**src/afs_pkg.sv**
```systemverilog
package afs_pkg;

   // Default parameter values
   localparam int MAX_FRAMES_DEF = 4096;
   localparam int FRAC_BITS_DEF  = 16;

   // Fixed field widths
   localparam int REQ_W      = 2;
   localparam int TIME_W     = 32;
   localparam int POS_W      = 28;
   localparam int FRAME_W    = 12;
   localparam int COUNT_W    = 13;
   localparam int SPEED_W    = 25;
   localparam int BLEND_W    = 10;
   localparam int CSR_IDX_W  = 3;
   localparam int CSR_DATA_W = 25;

   // Blend scale: fraction times this value, truncated
   localparam int BLEND_SCALE = 1000;

   // Register reset values
   localparam logic [FRAME_W-1:0]        FIRST_RST = 12'd0;
   localparam logic [FRAME_W-1:0]        LAST_RST  = 12'd4095;
   localparam logic [COUNT_W-1:0]        COUNT_RST = 13'd4096;
   localparam logic signed [SPEED_W-1:0] SPEED_RST = 25'sd1638;
   localparam logic                      LOOP_RST  = 1'b1;

   // Request codes
   typedef enum logic [REQ_W-1:0] {
      REQ_TICK   = 2'd0,
      REQ_SEEK   = 2'd1,
      REQ_REWIND = 2'd2
   } req_kind_type;

   // Register indexes
   typedef enum logic [CSR_IDX_W-1:0] {
      CSR_FIRST_FRAME = 3'd0,
      CSR_LAST_FRAME  = 3'd1,
      CSR_FRAME_COUNT = 3'd2,
      CSR_SPEED       = 3'd3,
      CSR_LOOP_ENABLE = 3'd4
   } csr_reg_type;

   // Controller states
   typedef enum logic [2:0] {
      ST_IDLE,
      ST_PREP,
      ST_MUL,
      ST_SUM,
      ST_DECIDE,
      ST_DIV,
      ST_FIX,
      ST_DONE
   } afs_state_type;

   // Controller to datapath commands
   typedef struct packed {
      logic accept;
      logic prep;
      logic mul;
      logic sum;
      logic decide;
      logic div_step;
      logic fix;
      logic load;
   } afs_cmd_type;

   // Datapath to controller status
   typedef struct packed {
      logic is_tick;
      logic single;
      logic need_mod;
      logic div_last;
      logic out_free;
   } afs_stat_type;

endpackage

```
**src/animation_frame_stepper_top.sv**
```systemverilog
// Animation frame stepper.
// Requests arrive on the req_ channel (req_valid / req_stall): a tick with a
// millisecond timestamp, a seek to a fixed-point position, or a rewind.
// Each request produces exactly one transfer on the rsp_ channel carrying the
// frame index, the blend (0..999) and the full position.
// The csr_ port writes range, frame count, speed and loop mode; write it only
// while no request is in flight.
// One request is worked at a time. Seek, rewind, unknown codes and a tick on a
// single-frame range settle in the step-product state and go straight to the
// done state; other ticks pass the sum and decide states, and a tick that wraps
// in loop mode also passes the wrap remainder unit, which retires one quotient
// bit per cycle, and a fix state before the result register is loaded.
// The next request is taken in the cycle after a result is loaded.
// The result sits in an output register; while rsp_stall is high it holds,
// and a finished result waits in the datapath until the register is free.
// Synchronous reset restores register defaults, clears the position and the
// last timestamp (so the next tick measures zero elapsed) and drops rsp_valid.
module animation_frame_stepper_top #(
   parameter int MAX_FRAMES = afs_pkg::MAX_FRAMES_DEF,
   parameter int FRAC_BITS  = afs_pkg::FRAC_BITS_DEF
) (
   input  logic                           clock,
   input  logic                           reset,
   input  logic                           csr_write,
   input  logic [afs_pkg::CSR_IDX_W-1:0]  csr_index,
   input  logic [afs_pkg::CSR_DATA_W-1:0] csr_wdata,
   input  logic                           req_valid,
   output logic                           req_stall,
   input  logic [afs_pkg::REQ_W-1:0]      req_type,
   input  logic [afs_pkg::TIME_W-1:0]     req_now_ms,
   input  logic [afs_pkg::POS_W-1:0]      req_seek_position,
   output logic                           rsp_valid,
   input  logic                           rsp_stall,
   output logic [afs_pkg::FRAME_W-1:0]    rsp_frame_index,
   output logic [afs_pkg::BLEND_W-1:0]    rsp_frame_blend,
   output logic [afs_pkg::POS_W-1:0]      rsp_position
);

   afs_pkg::afs_cmd_type  cmd;
   afs_pkg::afs_stat_type stat;

   afs_ctrl u_ctrl (
      .clock     (clock),
      .reset     (reset),
      .req_valid (req_valid),
      .req_stall (req_stall),
      .stat      (stat),
      .cmd       (cmd)
   );

   afs_datapath #(
      .MAX_FRAMES (MAX_FRAMES),
      .FRAC_BITS  (FRAC_BITS)
   ) u_datapath (
      .clock             (clock),
      .reset             (reset),
      .csr_write         (csr_write),
      .csr_index         (csr_index),
      .csr_wdata         (csr_wdata),
      .req_type          (req_type),
      .req_now_ms        (req_now_ms),
      .req_seek_position (req_seek_position),
      .rsp_stall         (rsp_stall),
      .rsp_valid         (rsp_valid),
      .rsp_frame_index   (rsp_frame_index),
      .rsp_frame_blend   (rsp_frame_blend),
      .rsp_position      (rsp_position),
      .cmd               (cmd),
      .stat              (stat)
   );

endmodule

```
**src/afs_ctrl.sv**
```systemverilog
module afs_ctrl (
   input  logic                 clock,
   input  logic                 reset,
   input  logic                 req_valid,
   output logic                 req_stall,
   input  afs_pkg::afs_stat_type stat,
   output afs_pkg::afs_cmd_type  cmd
);

   afs_pkg::afs_state_type state_ff;
   afs_pkg::afs_state_type state_in;

   // State register
   always_ff @(posedge clock) begin
      if (reset) begin
         state_ff <= afs_pkg::ST_IDLE;
      end else begin
         state_ff <= state_in;
      end
   end

   // Sequence one request through the datapath
   always_comb begin
      state_in  = state_ff;
      cmd       = '0;
      req_stall = 1'b1;
      unique case (state_ff)
         afs_pkg::ST_IDLE: begin
            req_stall = 1'b0;
            if (req_valid) begin
               cmd.accept = 1'b1;
               state_in   = afs_pkg::ST_PREP;
            end
         end
         afs_pkg::ST_PREP: begin
            cmd.prep = 1'b1;
            state_in = afs_pkg::ST_MUL;
         end
         afs_pkg::ST_MUL: begin
            cmd.mul = 1'b1;
            if (stat.is_tick && !stat.single) begin
               state_in = afs_pkg::ST_SUM;
            end else begin
               state_in = afs_pkg::ST_DONE;
            end
         end
         afs_pkg::ST_SUM: begin
            cmd.sum  = 1'b1;
            state_in = afs_pkg::ST_DECIDE;
         end
         afs_pkg::ST_DECIDE: begin
            cmd.decide = 1'b1;
            if (stat.need_mod) begin
               state_in = afs_pkg::ST_DIV;
            end else begin
               state_in = afs_pkg::ST_DONE;
            end
         end
         afs_pkg::ST_DIV: begin
            cmd.div_step = 1'b1;
            if (stat.div_last) begin
               state_in = afs_pkg::ST_FIX;
            end
         end
         afs_pkg::ST_FIX: begin
            cmd.fix  = 1'b1;
            state_in = afs_pkg::ST_DONE;
         end
         afs_pkg::ST_DONE: begin
            // Hold until the result register can take the new result
            if (stat.out_free) begin
               cmd.load = 1'b1;
               state_in = afs_pkg::ST_IDLE;
            end
         end
         default: begin
            state_in = afs_pkg::ST_IDLE;
         end
      endcase
   end

endmodule

```
**src/afs_datapath.sv**
```systemverilog
module afs_datapath #(
   parameter int MAX_FRAMES = afs_pkg::MAX_FRAMES_DEF,
   parameter int FRAC_BITS  = afs_pkg::FRAC_BITS_DEF
) (
   input  logic                                clock,
   input  logic                                reset,
   input  logic                                csr_write,
   input  logic [afs_pkg::CSR_IDX_W-1:0]       csr_index,
   input  logic [afs_pkg::CSR_DATA_W-1:0]      csr_wdata,
   input  logic [afs_pkg::REQ_W-1:0]           req_type,
   input  logic [afs_pkg::TIME_W-1:0]          req_now_ms,
   input  logic [afs_pkg::POS_W-1:0]           req_seek_position,
   input  logic                                rsp_stall,
   output logic                                rsp_valid,
   output logic [afs_pkg::FRAME_W-1:0]         rsp_frame_index,
   output logic [afs_pkg::BLEND_W-1:0]         rsp_frame_blend,
   output logic [afs_pkg::POS_W-1:0]           rsp_position,
   input  afs_pkg::afs_cmd_type                cmd,
   output afs_pkg::afs_stat_type               stat
);

   localparam int FRAME_W = afs_pkg::FRAME_W;
   localparam int POS_W   = afs_pkg::POS_W;
   localparam int TIME_W  = afs_pkg::TIME_W;
   localparam int SPEED_W = afs_pkg::SPEED_W;
   localparam int COUNT_W = afs_pkg::COUNT_W;
   localparam int BLEND_W = afs_pkg::BLEND_W;
   // Signed width of position plus elapsed times speed
   localparam int SW   = TIME_W + SPEED_W + 1;
   // Width of a frame number in fixed point
   localparam int FW_F = FRAME_W + FRAC_BITS;
   // Integer bits of the wrap dividend, one per divider step
   localparam int QW   = SW - FRAC_BITS;
   localparam int CW   = $clog2(QW + 1);
   localparam int MCW  = $clog2(MAX_FRAMES + 1);
   localparam int EW   = (MCW > COUNT_W) ? MCW : COUNT_W;
   localparam int BPW  = FRAC_BITS + BLEND_W;

   // Configuration registers
   logic [FRAME_W-1:0]        first_ff, first_in;
   logic [FRAME_W-1:0]        last_ff, last_in;
   logic [COUNT_W-1:0]        count_ff, count_in;
   logic signed [SPEED_W-1:0] speed_ff, speed_in;
   logic                      loop_ff, loop_in;

   // Animation state
   logic [POS_W-1:0]          position_ff, position_in;
   logic [TIME_W-1:0]         last_time_ff, last_time_in;

   // Request and working registers
   afs_pkg::req_kind_type     kind_ff, kind_in;
   logic [TIME_W-1:0]         now_ff, now_in;
   logic [POS_W-1:0]          seek_ff, seek_in;
   logic [FRAME_W-1:0]        lo_ff, lo_in;
   logic [FRAME_W-1:0]        hi_ff, hi_in;
   logic [FRAME_W-1:0]        span_ff, span_in;
   logic [TIME_W-1:0]         elapsed_ff, elapsed_in;
   logic signed [SW-1:0]      prod_ff, prod_in;
   logic signed [SW-1:0]      sum_ff, sum_in;
   logic [QW-1:0]             q_ff, q_in;
   logic [FRAME_W-1:0]        rem_ff, rem_in;
   logic [FRAC_BITS-1:0]      dfrac_ff, dfrac_in;
   logic [CW-1:0]             cnt_ff, cnt_in;

   // Result register
   logic                      rsp_valid_ff, rsp_valid_in;
   logic [FRAME_W-1:0]        rsp_index_ff, rsp_index_in;
   logic [BLEND_W-1:0]        rsp_blend_ff, rsp_blend_in;
   logic [POS_W-1:0]          rsp_position_ff, rsp_position_in;

   // Range and arithmetic terms
   logic [EW-1:0]             fc_e;
   logic [EW-1:0]             maxf_e;
   logic [FRAME_W-1:0]        range_a;
   logic [FRAME_W-1:0]        range_b;
   logic [FW_F-1:0]           lo_f;
   logic [FW_F-1:0]           hi_f;
   logic signed [SW-1:0]      lo_fs;
   logic signed [SW-1:0]      hi_fs;
   logic                      speed_pos;
   logic                      speed_neg;
   logic [TIME_W-1:0]         base_time;
   logic signed [SW-1:0]      seek_ext;
   logic signed [SW-1:0]      seek_clamped;
   logic                      sum_gt_hi;
   logic                      sum_lt_lo;
   logic                      need_mod;
   logic signed [SW-1:0]      keep_sum;
   logic [SW-1:0]             dvd;
   logic [FRAME_W:0]          div_t;
   logic                      div_ge;
   logic [FRAME_W-1:0]        div_rem;
   logic [FW_F-1:0]           wrap_r;
   logic [FW_F:0]             wrap_pos;
   logic [SW-1:0]             pos_ext;
   logic [BPW-1:0]            blend_prod;

   // Order and clamp the requested range
   always_comb begin
      fc_e = EW'(count_ff);
      if (fc_e == '0) begin
         fc_e = EW'(1);
      end
      if (fc_e > EW'(MAX_FRAMES)) begin
         fc_e = EW'(MAX_FRAMES);
      end
      maxf_e = fc_e - EW'(1);
      if (last_ff < first_ff) begin
         range_a = last_ff;
         range_b = first_ff;
      end else begin
         range_a = first_ff;
         range_b = last_ff;
      end
      if (EW'(range_a) > maxf_e) begin
         range_a = FRAME_W'(maxf_e);
      end
      if (EW'(range_b) > maxf_e) begin
         range_b = FRAME_W'(maxf_e);
      end
   end

   assign lo_f      = {lo_ff, {FRAC_BITS{1'b0}}};
   assign hi_f      = {hi_ff, {FRAC_BITS{1'b0}}};
   assign lo_fs     = $signed(SW'(lo_f));
   assign hi_fs     = $signed(SW'(hi_f));
   assign speed_neg = speed_ff[SPEED_W-1];
   assign speed_pos = !speed_neg && (speed_ff != '0);
   assign base_time = (last_time_ff == '0) ? now_ff : last_time_ff;

   // Seek target limited to the range
   assign seek_ext = $signed(SW'(seek_ff));
   always_comb begin
      if (seek_ext < lo_fs) begin
         seek_clamped = lo_fs;
      end else if (seek_ext > hi_fs) begin
         seek_clamped = hi_fs;
      end else begin
         seek_clamped = seek_ext;
      end
   end

   // Range end checks on the advanced position
   assign sum_gt_hi = sum_ff > hi_fs;
   assign sum_lt_lo = sum_ff < lo_fs;
   assign need_mod  = loop_ff && (speed_pos ? sum_gt_hi : sum_lt_lo);

   always_comb begin
      keep_sum = sum_ff;
      if (!loop_ff) begin
         if (speed_pos && sum_gt_hi) begin
            keep_sum = hi_fs;
         end else if (!speed_pos && sum_lt_lo) begin
            keep_sum = lo_fs;
         end
      end
   end

   // Distance from the range end that the wrap starts from
   assign dvd = speed_pos ? $unsigned(sum_ff - lo_fs) : $unsigned(hi_fs - sum_ff);

   // One restoring remainder step over the span in whole frames
   assign div_t   = {rem_ff, q_ff[QW-1]};
   assign div_ge  = div_t >= {1'b0, span_ff};
   assign div_rem = div_ge ? FRAME_W'(div_t - {1'b0, span_ff}) : div_t[FRAME_W-1:0];

   // Rebuild the wrapped position from remainder and fraction
   assign wrap_r   = {rem_ff, dfrac_ff};
   assign wrap_pos = speed_pos ? ({1'b0, lo_f} + {1'b0, wrap_r})
                               : ({1'b0, hi_f} - {1'b0, wrap_r});

   // Result fields from the final position
   assign pos_ext    = SW'(position_ff);
   assign blend_prod = BPW'(position_ff[FRAC_BITS-1:0]) * BPW'(afs_pkg::BLEND_SCALE);

   // Next values
   always_comb begin
      first_in        = first_ff;
      last_in         = last_ff;
      count_in        = count_ff;
      speed_in        = speed_ff;
      loop_in         = loop_ff;
      position_in     = position_ff;
      last_time_in    = last_time_ff;
      kind_in         = kind_ff;
      now_in          = now_ff;
      seek_in         = seek_ff;
      lo_in           = lo_ff;
      hi_in           = hi_ff;
      span_in         = span_ff;
      elapsed_in      = elapsed_ff;
      prod_in         = prod_ff;
      sum_in          = sum_ff;
      q_in            = q_ff;
      rem_in          = rem_ff;
      dfrac_in        = dfrac_ff;
      cnt_in          = cnt_ff;
      rsp_valid_in    = rsp_valid_ff;
      rsp_index_in    = rsp_index_ff;
      rsp_blend_in    = rsp_blend_ff;
      rsp_position_in = rsp_position_ff;

      // Register writes
      if (csr_write) begin
         unique case (afs_pkg::csr_reg_type'(csr_index))
            afs_pkg::CSR_FIRST_FRAME: first_in = csr_wdata[FRAME_W-1:0];
            afs_pkg::CSR_LAST_FRAME:  last_in  = csr_wdata[FRAME_W-1:0];
            afs_pkg::CSR_FRAME_COUNT: count_in = csr_wdata[COUNT_W-1:0];
            afs_pkg::CSR_SPEED:       speed_in = $signed(csr_wdata[SPEED_W-1:0]);
            afs_pkg::CSR_LOOP_ENABLE: loop_in  = csr_wdata[0];
            default: ;
         endcase
      end

      // Capture the request
      if (cmd.accept) begin
         kind_in = afs_pkg::req_kind_type'(req_type);
         now_in  = req_now_ms;
         seek_in = req_seek_position;
      end

      // Range and elapsed time
      if (cmd.prep) begin
         lo_in   = range_a;
         hi_in   = range_b;
         span_in = range_b - range_a;
         if (kind_ff == afs_pkg::REQ_TICK) begin
            elapsed_in   = now_ff - base_time;
            last_time_in = now_ff;
         end
      end

      // Step product; seek, rewind and single-frame range settle here
      if (cmd.mul) begin
         prod_in = $signed({1'b0, elapsed_ff}) * speed_ff;
         unique case (kind_ff)
            afs_pkg::REQ_TICK: begin
               if (lo_ff == hi_ff) begin
                  position_in = POS_W'(lo_f);
               end
            end
            afs_pkg::REQ_SEEK: begin
               position_in = POS_W'(seek_clamped);
            end
            afs_pkg::REQ_REWIND: begin
               position_in = speed_neg ? POS_W'(hi_f) : POS_W'(lo_f);
            end
            default: ;
         endcase
      end

      // Advance the position
      if (cmd.sum) begin
         sum_in = prod_ff + $signed(SW'(position_ff));
      end

      // Clamp, keep, or start the wrap
      if (cmd.decide) begin
         if (need_mod) begin
            q_in     = dvd[SW-1:FRAC_BITS];
            dfrac_in = dvd[FRAC_BITS-1:0];
            rem_in   = '0;
            cnt_in   = CW'(QW);
         end else if (keep_sum[SW-1]) begin
            position_in = '0;
         end else begin
            position_in = POS_W'(keep_sum);
         end
      end

      if (cmd.div_step) begin
         rem_in = div_rem;
         q_in   = q_ff << 1;
         cnt_in = cnt_ff - CW'(1);
      end

      if (cmd.fix) begin
         position_in = POS_W'(wrap_pos);
      end

      // Result register: drop on transfer, load a new result
      if (rsp_valid_ff && !rsp_stall) begin
         rsp_valid_in = 1'b0;
      end
      if (cmd.load) begin
         rsp_valid_in    = 1'b1;
         rsp_index_in    = pos_ext[FRAC_BITS +: FRAME_W];
         rsp_blend_in    = blend_prod[FRAC_BITS +: BLEND_W];
         rsp_position_in = position_ff;
      end
   end

   // Control and architectural state
   always_ff @(posedge clock) begin
      if (reset) begin
         first_ff     <= afs_pkg::FIRST_RST;
         last_ff      <= afs_pkg::LAST_RST;
         count_ff     <= afs_pkg::COUNT_RST;
         speed_ff     <= afs_pkg::SPEED_RST;
         loop_ff      <= afs_pkg::LOOP_RST;
         position_ff  <= '0;
         last_time_ff <= '0;
         rsp_valid_ff <= 1'b0;
      end else begin
         first_ff     <= first_in;
         last_ff      <= last_in;
         count_ff     <= count_in;
         speed_ff     <= speed_in;
         loop_ff      <= loop_in;
         position_ff  <= position_in;
         last_time_ff <= last_time_in;
         rsp_valid_ff <= rsp_valid_in;
      end
   end

   // Payload and working registers
   always_ff @(posedge clock) begin
      kind_ff         <= kind_in;
      now_ff          <= now_in;
      seek_ff         <= seek_in;
      lo_ff           <= lo_in;
      hi_ff           <= hi_in;
      span_ff         <= span_in;
      elapsed_ff      <= elapsed_in;
      prod_ff         <= prod_in;
      sum_ff          <= sum_in;
      q_ff            <= q_in;
      rem_ff          <= rem_in;
      dfrac_ff        <= dfrac_in;
      cnt_ff          <= cnt_in;
      rsp_index_ff    <= rsp_index_in;
      rsp_blend_ff    <= rsp_blend_in;
      rsp_position_ff <= rsp_position_in;
   end

   // Status to the controller
   assign stat.is_tick  = kind_ff == afs_pkg::REQ_TICK;
   assign stat.single   = lo_ff == hi_ff;
   assign stat.need_mod = need_mod;
   assign stat.div_last = cnt_ff == CW'(1);
   assign stat.out_free = !rsp_valid_ff || !rsp_stall;

   assign rsp_valid       = rsp_valid_ff;
   assign rsp_frame_index = rsp_index_ff;
   assign rsp_frame_blend = rsp_blend_ff;
   assign rsp_position    = rsp_position_ff;

endmodule

```
**config.mk**
```make
export PLATFORM = sky130hd
export DESIGN_NAME = animation_frame_stepper_top
export DESIGN_NICKNAME = d
export VERILOG_FILES = /design/src/afs_pkg.sv /design/src/animation_frame_stepper_top.sv /design/src/afs_ctrl.sv /design/src/afs_datapath.sv
export SDC_FILE = /design/constraint.sdc
export NUM_CORES = 2
export LEC_CHECK = 0
export ABC_CLOCK_PERIOD_IN_PS = 6950
export BUFFER_PORTS_ARGS = -buffer_cell sky130_fd_sc_hd__buf_2
export CORE_UTILIZATION = 55
export CTS_CLUSTER_DIAMETER = 50
export DETAILED_ROUTE_END_ITERATION = 10
export PLACE_DENSITY = 0.74
export REMOVE_ABC_BUFFERS = 1
export SYNTH_ARGS = -nofsm -noshare
export SYNTH_HDL_FRONTEND = slang
export SYNTH_HIERARCHICAL = 1
export SYNTH_SLANG_ARGS = --single-unit
```
**constraint.sdc**
```tcl
create_clock -name clock -period 6.95 [get_ports clock]
set_input_delay 1.39 -clock clock [delete_from_list [all_inputs] [get_ports clock]]
set_output_delay 1.39 -clock clock [all_outputs]
set_load 0.01 [all_outputs]
```
==> impl_metrics.json <==
{
  "synth_common_cells": "inv_1 (952), nand2_1 (863), fa_1 (746), ha_1 (464), a21oi_1 (367)",
  "ys_top_cells_by_area": "fa_1 (26%), edfxtp_1 (19%), ha_1 (10%)",
  "layout-drive-gt1-share_pct": 13.7,
  "critPathKind": "flop to flop",
  "wl_met2_um": 73000,
  "status": "complete, but fails checks",
  "critPathCaptureType": "flop",
  "slew_headroom_pct": 14.0,
  "rsz0062_at_grt": "true",
  "drt-wirelength-per-cell_um": 19.6,
  "cp_slowest_stage_delay_ns": 0.56,
  "cts_buffer_depth": 3,
  "grt_first_pass_wirelength_um": 243000,
  "syn_area_per_cell_um2": 9.31,
  "syn_inst": 6103,
  "antenna_found_initial": 2,
  "drt-total-wl_um": 154000,
  "worst_slew_pin_slew_ns": 1.29,
  "cts_inserted_buffers": 71,
  "max_cap_violations": 0,
  "clk_pin_slew_ns": 0.06,
  "diodes": 0,
  "synth-async-reset-ratio_pct": 0,
  "first_global_vias": 45445,
  "ys.warnings.count": 6,
  "place_congestion": 0.973,
  "ant_nets": 0,
  "crit_chain": "buf_6 -> and2_4 -> fa_1 -> fa_1 -> fa_1 -> fa_1 -> inv_2 -> fa_1 -> inv_1 -> fa_1 -> fa_1 -> ha_4 -> buf_4 -> a21o_1 -> a21oi_2 -> o22ai_2 -> nor2_4 -> o31a_1 -> o21a_1 -> o31ai_4 -> a211oi_2 -> o21bai_2 -> a31oi_1 -> xnor2_1",
  "crit_arrival_ns": 7.43,
  "critPathRequiredTime_ns": 7.35,
  "synth_cell_types": 97,
  "core_area_um2": 102000,
  "dp_hpwl_um": 121000,
  "overflow": 0,
  "critPathTopFamily": "adder cells",
  "drt_iter0_drc": 3230,
  "route.detailed.drc": 0,
  "io_buffers": 146,
  "holdWs_ns": 0.465,
  "clk-insertion-delay-late_ns": 0.65,
  "finalInstanceArea_um2": 65200,
  "synth.top_cell.area_share_pct": 26.3,
  "crit_top_cell": "fa_1",
  "finalHoldViolations": 0,
  "final_util_pct": 63.9,
  "max_freq_ghz": 0.142,
  "io_pins": 147,
  "synth_area_leader_cell": "fa_1",
  "grt_start_max_net_pins": 72,
  "period_share_pct": 101,
  "synthFlopType": "edfxtp_1",
  "fin_worst_skew_ns": 0.0433,
  "tritoncts": "yes",
  "worst_path_max_delay_cell": "fa_1",
  "critPathMaxFanout": 4,
  "ys_ff_latch": 487,
  "nets": 7748,
  "initial_core_util_pct": 55.7,
  "die_area_um2": 105000,
  "syn_to_final_growth_pct": 14.8,
  "rows": 117,
  "cts_num_sinks": 487,
  "via_per_inst": 5.72,
  "violations": "setup timing",
  "num_vias": 45004,
  "fin_ws_ns": -0.0746,
  "yosysMostFrequentCell": "inv_1",
  "track_usage_pct": 29.7,
  "wl_met1_um": 63400,
  "setup_viol": 8,
  "maxSlewViolCount": 0,
  "netlist_area_um2": 56800,
  "hp-class": "flop to flop",
  "die_h_um": 323,
  "crit_buf_inv": 4,
  "synth_edf_count": 359,
  "htreeDepth": 3,
  "highest_layer": "met5",
  "pre_cts_ws_ns": -0.469,
  "post-route-min-period_ns": 7.02,
  "synth_seq_area_share_pct": 23.5,
  "cts_root_buf": "clkbuf_16",
  "critPathLaunchType": "flop",
  "dpl_cell_area_um2": 61400,
  "met3WireLength_um": 12100,
  "die_x_um": 323,
  "firstDrtPassIters": 5
}
[cells by family after synthesis]
| family | share of synthesized area, % |
|---|---|
| simple gates | 15.3 |
| mux | 0.683 |
| buf+inv | 8.34 |
| compound gates | 11.4 |
| xor+xnor | 4.28 |
| fa+ha+maj | 36.5 |
| flops | 23.5 |
[what timing repair did]
action,CTS,global route
setup endpoints to repair,23,29
hold buffers,0,0
resized for setup,95,155
setup buffers,16,31
pin swaps,56,57
[worst min-delay path: stages (launching register included)]
cell	delay (ns)
dfxtp_1	0.31
nand2_1	0.05
a21oi_1	0.06
[state kept, by name, summed over array words and instances, names as in the netlist, 10 cells and up]
name / cells
u_datapath/speed_ff: 25
u_datapath/elapsed_ff: 32
u_datapath/hi_ff: 12
u_datapath/now_ff: 32
u_datapath/last_time_ff: 32
u_datapath/prod_ff: 58
u_datapath/lo_ff: 12
u_datapath/rsp_position: 16
u_datapath/span_ff: 12
u_datapath/position_ff: 28
u_datapath/sum_ff: 58
u_datapath/last_ff: 12
u_datapath/first_ff: 12
u_datapath/rsp_frame_index: 12
u_datapath/rem_ff: 12
u_datapath/dfrac_ff: 16
u_datapath/q_ff: 42
u_datapath/seek_ff: 28
u_datapath/count_ff: 13
u_datapath/rsp_frame_blend: 10
[worst paths after layout]
check | startpoint | to | slack, ns | cells after the start
max | u_datapath/elapsed_ff[18] | u_datapath/prod_ff[49] | -0.07 | 24
min | u_datapath/first_ff[10] | u_datapath/first_ff[10] | 0.47 | 2
max reg2reg | u_datapath/elapsed_ff[18] | u_datapath/prod_ff[49] | -0.07 | 24
min reg2reg | u_datapath/first_ff[10] | u_datapath/first_ff[10] | 0.47 | 2
[metal layers]
| metal | global-route usage, % | vias up |
|---|---|---|
| li1 | - | 20568 |
| met4 | 10.4 | 2 |
| met1 | 39.2 | 22281 |
| met2 | 49.4 | 1816 |
| met5 | 0 | - |
| met3 | 5.00 | 337 |
[cells in the final DEF (no fill, tap or decap), types with 63 or more instances in the layout]
cell type  netlist  layout
inv_1          952     938
nand2_1        863     850
fa_1           746     728
ha_1           464     444
edfxtp_1       359     359
a21oi_1        367     341
buf_4           13     324
and2_1         296     290
nor2_1         255     244
xnor2_1        176     175
o21ai_0        172     156
buf_2           14     145
dfxtp_1        128     118
xor2_1         102     101
a21o_1          84      84
nor2b_1         76      76
clkbuf_16        0      72
nor3_1          65      63
[area by class of cell]
type / instances / area [um^2]
fillers: 8145 / 36800
well taps: 1368 / 1710
inverters: 953 / 3580
clock inverters: 47 / 549
repair buffers: 555 / 4530
multi-input cells: 4375 / 39600
flip-flops and latches: 487 / 13400
clock buffers: 82 / 1870
[per-stage QoR]
step           TNS, ns  cells
2_1_floorplan   -12.11   5815
3_3_place_gp     -5.02   7691
3_5_place_dp     -6.66   7691
4_1_cts        -0.0484   7836
5_1_grt          -3.59   7867
6_report        -0.310   7867
Power is not shown: default switching activity piles up to over one toggle a cycle in this logic, so the estimate is an artifact.
